`config.mk`:
```
export PLATFORM = sky130hd
export DESIGN_NAME = uvsg_div
export DESIGN_NICKNAME = d
export VERILOG_FILES = /design/src/rtl/uvsg_pkg.sv /design/src/rtl/uvsg_div.sv
export SDC_FILE = /design/constraint.sdc
export NUM_CORES = 1
export LEC_CHECK = 0
export BUFFER_PORTS_ARGS = -buffer_cell sky130_fd_sc_hd__buf_2
export CAP_MARGIN = 20
export CORE_ASPECT_RATIO = 2
export CORE_UTILIZATION = 40
export DETAILED_ROUTE_END_ITERATION = 8
export HOLD_SLACK_MARGIN = 0.12
export SLEW_MARGIN = 5
export SYNTH_ARGS = -nofsm -noshare
export SYNTH_HDL_FRONTEND = slang
export SYNTH_SLANG_ARGS = --single-unit
```
`constraint.sdc`:
```
create_clock -name clk -period 9 [get_ports clk]
set_clock_uncertainty 0.1 [all_clocks]
set_input_delay 0.9 -clock clk [delete_from_list [all_inputs] [get_ports clk]]
set_output_delay 0.9 -clock clk [all_outputs]
set_load 0.02 [all_outputs]
```
`src/rtl/uvsg_pkg.sv`:
```
`timescale 1ns / 1ps
package uvsg_pkg;

  localparam int MAX_RINGS   = 64;
  localparam int MAX_SECTORS = 64;
  localparam int TRIG_FB     = 15;

  localparam int IDX_W  = 6;
  localparam int CNT_W  = 7;
  localparam int RAD_W  = 24;
  localparam int POS_W  = 25;
  localparam int TEX_W  = 17;
  localparam int PH_W   = 17;
  localparam int TRIG_W = TRIG_FB + 2;
  localparam int MAG_W  = TRIG_W - 1;
  localparam int DIVD_W = CNT_W + 16;

  localparam int DIV_BITS   = 4;
  localparam int DIV_STAGES = (TEX_W + DIV_BITS - 1) / DIV_BITS;
  localparam int TRIG_LAT   = 8;
  localparam int LINE_LEN   = DIV_STAGES + TRIG_LAT + 2;
  localparam int UV_LEN     = TRIG_LAT + 2;

  localparam int ADDR_W = 4;
  localparam logic [1:0] REG_RADIUS  = 2'd0;
  localparam logic [1:0] REG_RINGS   = 2'd1;
  localparam logic [1:0] REG_SECTORS = 2'd2;

  localparam logic [RAD_W-1:0] RADIUS_RST  = RAD_W'(128000);
  localparam logic [CNT_W-1:0] RINGS_RST   = CNT_W'(16);
  localparam logic [CNT_W-1:0] SECTORS_RST = CNT_W'(32);

  localparam logic [PH_W-1:0] QUARTER = PH_W'(32768);

  localparam logic [30:0] C1 = 31'd1686629713;
  localparam logic [30:0] C3 = 31'd693598668;
  localparam logic [30:0] C5 = 31'd85569306;
  localparam logic [30:0] C7 = 31'd5026995;
  localparam logic [30:0] C9 = 31'd172272;

  typedef struct packed {
    logic valid;
    logic bad;
    logic last;
  } vflag_t;

  typedef struct packed {
    logic [POS_W-1:0] pos_x;
    logic [POS_W-1:0] pos_y;
    logic [POS_W-1:0] pos_z;
    logic [TEX_W-1:0] tex_u;
    logic [TEX_W-1:0] tex_v;
    logic             bad;
    logic             last;
  } vtx_t;

  function automatic logic vtx_di(input logic [2:0] k);
    vtx_di = (k == 3'd1) || (k == 3'd4) || (k == 3'd5);
  endfunction

  function automatic logic vtx_dj(input logic [2:0] k);
    vtx_dj = (k == 3'd2) || (k == 3'd3) || (k == 3'd5);
  endfunction

  function automatic logic [MAG_W-1:0] mag_of(input logic signed [TRIG_W-1:0] a);
    mag_of = a[TRIG_W-1] ? MAG_W'(-a) : MAG_W'(a);
  endfunction

  function automatic logic signed [TRIG_W-1:0] mr_trig(input logic signed [TRIG_W-1:0] a,
                                                       input logic signed [TRIG_W-1:0] b);
    logic [2*MAG_W-1:0] prod;
    logic [2*MAG_W:0]   rnd;
    logic [MAG_W-1:0]   m;
    prod = mag_of(a) * mag_of(b);
    rnd  = (2*MAG_W+1)'(prod) + (2*MAG_W+1)'(1 << (TRIG_FB - 1));
    m    = MAG_W'(rnd >> TRIG_FB);
    mr_trig = (a[TRIG_W-1] != b[TRIG_W-1]) ? -$signed({1'b0, m}) : $signed({1'b0, m});
  endfunction

  function automatic logic [POS_W-1:0] mr_rad(input logic signed [TRIG_W-1:0] a,
                                              input logic [RAD_W-1:0] r);
    logic [MAG_W+RAD_W-1:0] prod;
    logic [MAG_W+RAD_W:0]   rnd;
    logic [POS_W-1:0]       m;
    prod = mag_of(a) * r;
    rnd  = (MAG_W+RAD_W+1)'(prod) + (MAG_W+RAD_W+1)'(1 << (TRIG_FB - 1));
    m    = POS_W'(rnd >> TRIG_FB);
    mr_rad = a[TRIG_W-1] ? -m : m;
  endfunction

endpackage

```
`src/rtl/uvsg_div.sv`:
```
`timescale 1ns / 1ps
module uvsg_div (
  input  logic                          clk,
  input  logic                          en,
  input  logic [uvsg_pkg::DIVD_W-1:0]   dividend,
  input  logic [uvsg_pkg::CNT_W-1:0]    divisor,
  output logic [uvsg_pkg::TEX_W-1:0]    quotient
);
  import uvsg_pkg::*;

  logic [CNT_W-1:0]  rem_r [DIV_STAGES];
  logic [TEX_W-1:0]  q_r   [DIV_STAGES];
  logic [DIVD_W-1:0] d_r   [DIV_STAGES];
  logic [CNT_W-1:0]  n_r   [DIV_STAGES];
  logic [CNT_W-1:0]  rem_nxt [DIV_STAGES];
  logic [TEX_W-1:0]  q_nxt   [DIV_STAGES];

  always_comb begin
    logic [CNT_W-1:0]  rem;
    logic [TEX_W-1:0]  q;
    logic [DIVD_W-1:0] d;
    logic [CNT_W-1:0]  n;
    logic [CNT_W:0]    trial;
    int                k;
    for (int s = 0; s < DIV_STAGES; s++) begin
      if (s == 0) begin
        rem = CNT_W'(dividend >> TEX_W);
        q   = '0;
        d   = dividend;
        n   = divisor;
      end else begin
        rem = rem_r[(s == 0) ? 0 : s - 1];
        q   = q_r[(s == 0) ? 0 : s - 1];
        d   = d_r[(s == 0) ? 0 : s - 1];
        n   = n_r[(s == 0) ? 0 : s - 1];
      end
      for (int t = 0; t < DIV_BITS; t++) begin
        k = TEX_W - 1 - s * DIV_BITS - t;
        if (k >= 0) begin
          trial = {rem, d[5'(k)]};
          if (trial >= {1'b0, n}) begin
            rem = CNT_W'(trial - {1'b0, n});
            q[5'(k)] = 1'b1;
          end else begin
            rem = trial[CNT_W-1:0];
          end
        end
      end
      rem_nxt[s] = rem;
      q_nxt[s]   = q;
    end
  end

  always_ff @(posedge clk) begin
    if (en) begin
      d_r[0] <= dividend;
      n_r[0] <= divisor;
      for (int s = 0; s < DIV_STAGES; s++) begin
        rem_r[s] <= rem_nxt[s];
        q_r[s]   <= q_nxt[s];
      end
      for (int s = 1; s < DIV_STAGES; s++) begin
        d_r[s] <= d_r[s-1];
        n_r[s] <= n_r[s-1];
      end
    end
  end

  assign quotient = q_r[DIV_STAGES-1];
endmodule

```
-- Word level (Yosys, flattened, before mapping)
Memory sizes are Yosys's and may differ from the RTL's.
Index checks and enable logic that the tools add are counted.
W data, S select, Z words.
- $add $sub $neg: 13
- order comparisons: 13
- mux-type cells: 28
- operators by type and width (operator ; count):
    $ge A8 B7 Y1 ; 13
    $mux W7 ; 13
    $sub A7 B7 Y7 ; 13
    $mux W1 ; 15
- register bits after elaboration: 0
- bits of input ports: 32
- output and inout port bits: 17
- logic and storage cells: 58
- memories kept: 4
- memory bits (writable): 270
- memory list (memory ; depth ; width ; read ports ; clocked after Yosys merged registers in ; wr ports ; RTL line ; text):
    d_r ; 5 ; 23 ; 4 ; 0 ; 5 ; uvsg_div.sv:13 ; logic [DIVD_W-1:0] d_r [DIV_STAGES];
    q_r ; 5 ; 17 ; 5 ; 0 ; 5 ; uvsg_div.sv:12 ; logic [TEX_W-1:0] q_r [DIV_STAGES];
    n_r ; 5 ; 7 ; 4 ; 0 ; 5 ; uvsg_div.sv:14 ; logic [CNT_W-1:0] n_r [DIV_STAGES];
    rem_r ; 5 ; 7 ; 4 ; 0 ; 5 ; uvsg_div.sv:11 ; logic [CNT_W-1:0] rem_r [DIV_STAGES];

-- Longest topological paths before layout
An unclocked memory read counts as a cell.
- depth after elaboration: 9
- gate-level depth with buffers: 39
- mapped depth without buffers: 37

-- Least setup slack after synthesis
No wires, ideal clock.
- kind: register to register
- start point: memory n_r[1][1], in the netlist n_r[0][8]
- end point: memory rem_r[2][0], in the netlist rem_r[0][14] (data pin)
- setup slack: 1.356 ns
- clock period less this slack: 7.644 ns
- cell stages (with the launch flop): 35
- data required time: 8.642 ns
- buffers on the path: 3
- data arrival time: 7.286 ns
- library setup time: 0.258 ns
- cells stage by stage: edfxtp_1 > inv_1 > fa_1 > nand3_1 > a31oi_1 > and2b_1 > buf_6 > mux2_2 > ha_1 > nor2b_1 > o21ai_0 > a31oi_1 > o21a_1 > a2111oi_4 > buf_4 > mux2_2 > fa_1 > nor2b_1 > o21ai_0 > a21boi_0 > o31a_1 > nor3_1 > mux2i_1 > buf_2 > nor2_1 > a21o_1 > fa_1 > nor2b_1 > o21a_1 > o21ai_0 > a31oi_1 > nor2b_1 > mux2_2 > mux2_4 > mux2i_1
- RTL lines (element ; RTL line):
    from (decl) ; uvsg_div.sv:14
    to (decl) ; uvsg_div.sv:11

==> results_dict.tcl <==
set metrics [dict create \
    max_freq_mhz 118.6 \
    critical_path_arrival_ns 8.58 \
    timing.final.ws_setup_ns 0.5661 \
    grt_max_degree 71 \
    cts_setup_buffers 0 \
    cp_common_cell "ha_1" \
    detail_route.wl_per_cell_um 16.88 \
    cp_max_fo 16 \
    post_drt_via_cell_ratio 5.414 \
    drt-total-wl_mm 18.62 \
    crit_required_ns 9.15 \
    worstSetupEndpointType "register" \
    root_buffer "clkbuf_16" \
    critPathLaunchType "register" \
    grt_pass1_wl_mm 29.96 \
    ys_types 69 \
    ioPinCount 49 \
    hold_start "d_r[0][3]" \
    grt.total_usage_pct 18.27 \
    die_y_um 207.0 \
    worst_pin_slew_ns 0.8880 \
    die_area_sq_um 21640 \
    clock_latency_ns 0.43 \
    antenna_cells 0 \
    slowest_stage "edfxtp_1" \
    syn_area_per_cell_sq_um 11.17 \
    rsz0062_at_grt "no" \
    slew_headroom_pct 40.80 \
    final-max-slew-violation-count 0 \
    netlist_instances 753 \
    pre_cts_ws_ns 0.4668 \
    coreArea_sq_um 20550 \
    clk_pin_slew_ns 0.05 \
    timing.final.hold_violations 0 \
    cp_slowest_stage_delay_ns 0.43 \
    overflow 0 \
    syn_area_sq_um 8408 \
    numPortBuffers 40 \
    ys_async_sr_fraction_pct 0 \
    path_buf_inv 3 \
    drt_iter0_markers 152 \
    dr.pass1.iters 4 \
    min_period_ns 8.434 \
    crit_start "n_r[0][12]" \
    crit_type "reg -> reg" \
    htree_levels 4 \
    final_antenna_net_count 0 \
    cts_sinks 120 \
    place_congestion 0.8527 \
    period_share_pct 93.71 \
    tns_ns 0 \
    num_vias 5972 \
    maxCapViolations 0 \
    cts_buffers 17 \
    ctsResizeCount 0 \
    hold_slack_ns 0.3140 \
    grt_pass1_vias 6253 \
    clk_path_buf_depth 2 \
    postCtsHoldBufs 0 \
    status "finished clean" \
    layout-drive-gt1-share_pct 16.85 \
    finalNetCount 960 \
    cpLargestDelayFamily "compound AO/OA/AOI/OAI gates" \
    hold_class "reg -> reg" \
    ys_ff_latch 120 \
    start_util_pct 40.91 \
    antenna_found_initial 0 \
    setup-violations-final 0 \
    place_hpwl_mm 14.84 \
    synth_top_flop_cell "edfxtp_1" \
    drc 0 \
    cts_tree "done" \
    placementRows 74 \
    synth-seq-area-share_pct 42.86 \
    worstReg2RegStart "n_r[0][12]" \
    area_delta_synth_final_pct 14.91 \
    die_x_um 104.5 \
    synth_edf_count 120 \
    yosysWarnings 0 \
]
-- placed cells by master, fill, tap and decap left out, drive strengths merged, types with 23 or more instances in the layout --
| master | n |
|---|---|
| o21ai | 35 |
| mux2 | 30 |
| nor2 | 37 |
| inv | 88 |
| xnor2 | 23 |
| nor2b | 23 |
| a21oi | 37 |
| edfxtp | 120 |
| buf | 65 |
| ha | 90 |
-- through the flow --
stage | cell area (sq um) | std cells | utilization, %
after CTS | 9654 | 1103 | 46.97
final | 9662 | 1103 | 47.01
after global routing | 9662 | 1103 | 47.01
after detailed placement | 9047 | 1073 | 44.02
after global placement | 9047 | 1073 | 44.02
after floorplan | 8419 | 756 | -
-- flip-flops by register name, summed over array words and instances (netlist names) --
register,cells
n_r,28
rem_r,21
d_r,34
q_r,37
-- layer usage --
| layer | share of wire [%] | vias to the layer above | global-route usage (%) | wire length (um) |
|---|---|---|---|---|
| met1 | 31 | 2864 | 14.23 | 5837 |
| met3 | 1.9 | 59 | 3.115 | 349 |
| met4 | 5.6 | 0 | 11.48 | 1044 |
| met2 | 61 | 110 | 38.78 | 11390 |
| met5 | 0 | - | 0 | 0 |
| li1 | - | 2939 | - | - |
-- kinds of logic after synthesis --
logic type / synth area share, %
buffers and inverters: 5.059
multiplexers: 6.205
XOR/XNOR: 3.229
AND/OR/NAND/NOR: 10.83
adder cells (fa/ha/maj): 16.25
other: 0.04460
flip-flops: 42.86
AO/OA/AOI/OAI: 15.52
-- cell usage after synthesis (14+ instances only) --
cell / n / area share (%)
inv_1: 85 / 3.8
ha_1: 90 / 13
edfxtp_1: 120 / 43
nor2_1: 36 / 1.6
a21o_1: 20 / 1.8
nor2b_1: 23 / 1.7
xnor2_1: 23 / 2.4
nor3_1: 17 / 1.0
nand2_1: 20 / 0.89
o21ai_0: 34 / 2.0
o21a_1: 14 / 1.2
mux2i_1: 18 / 2.1
mux2_2: 25 / 3.3
a21oi_1: 37 / 2.2
-- final cells by class --
cell class                      instances  area (sq um)
Sequential cell                       120          3603
Fill cell                            1943         10890
Multi-Input combinational cell        534          4398
Clock inverter                         13         181.4
Timing Repair Buffer                   65         390.4
Clock buffer                           17         425.4
Inverter                               88         330.3
Tap cell                              266         332.8
-- path summary, 6_finish.rpt --
path / end / slack (ns) / cells after the start
setup / recovery: rem_r[0][15] / 0.57 / 31
hold / removal: d_r[0][26] / 0.31 / 0
setup reg to reg: rem_r[0][15] / 0.57 / 31
hold reg to reg: d_r[0][26] / 0.31 / 0
Power is not shown: default switching activity piles up to over one toggle a cycle in this logic, so the estimate is an artifact.
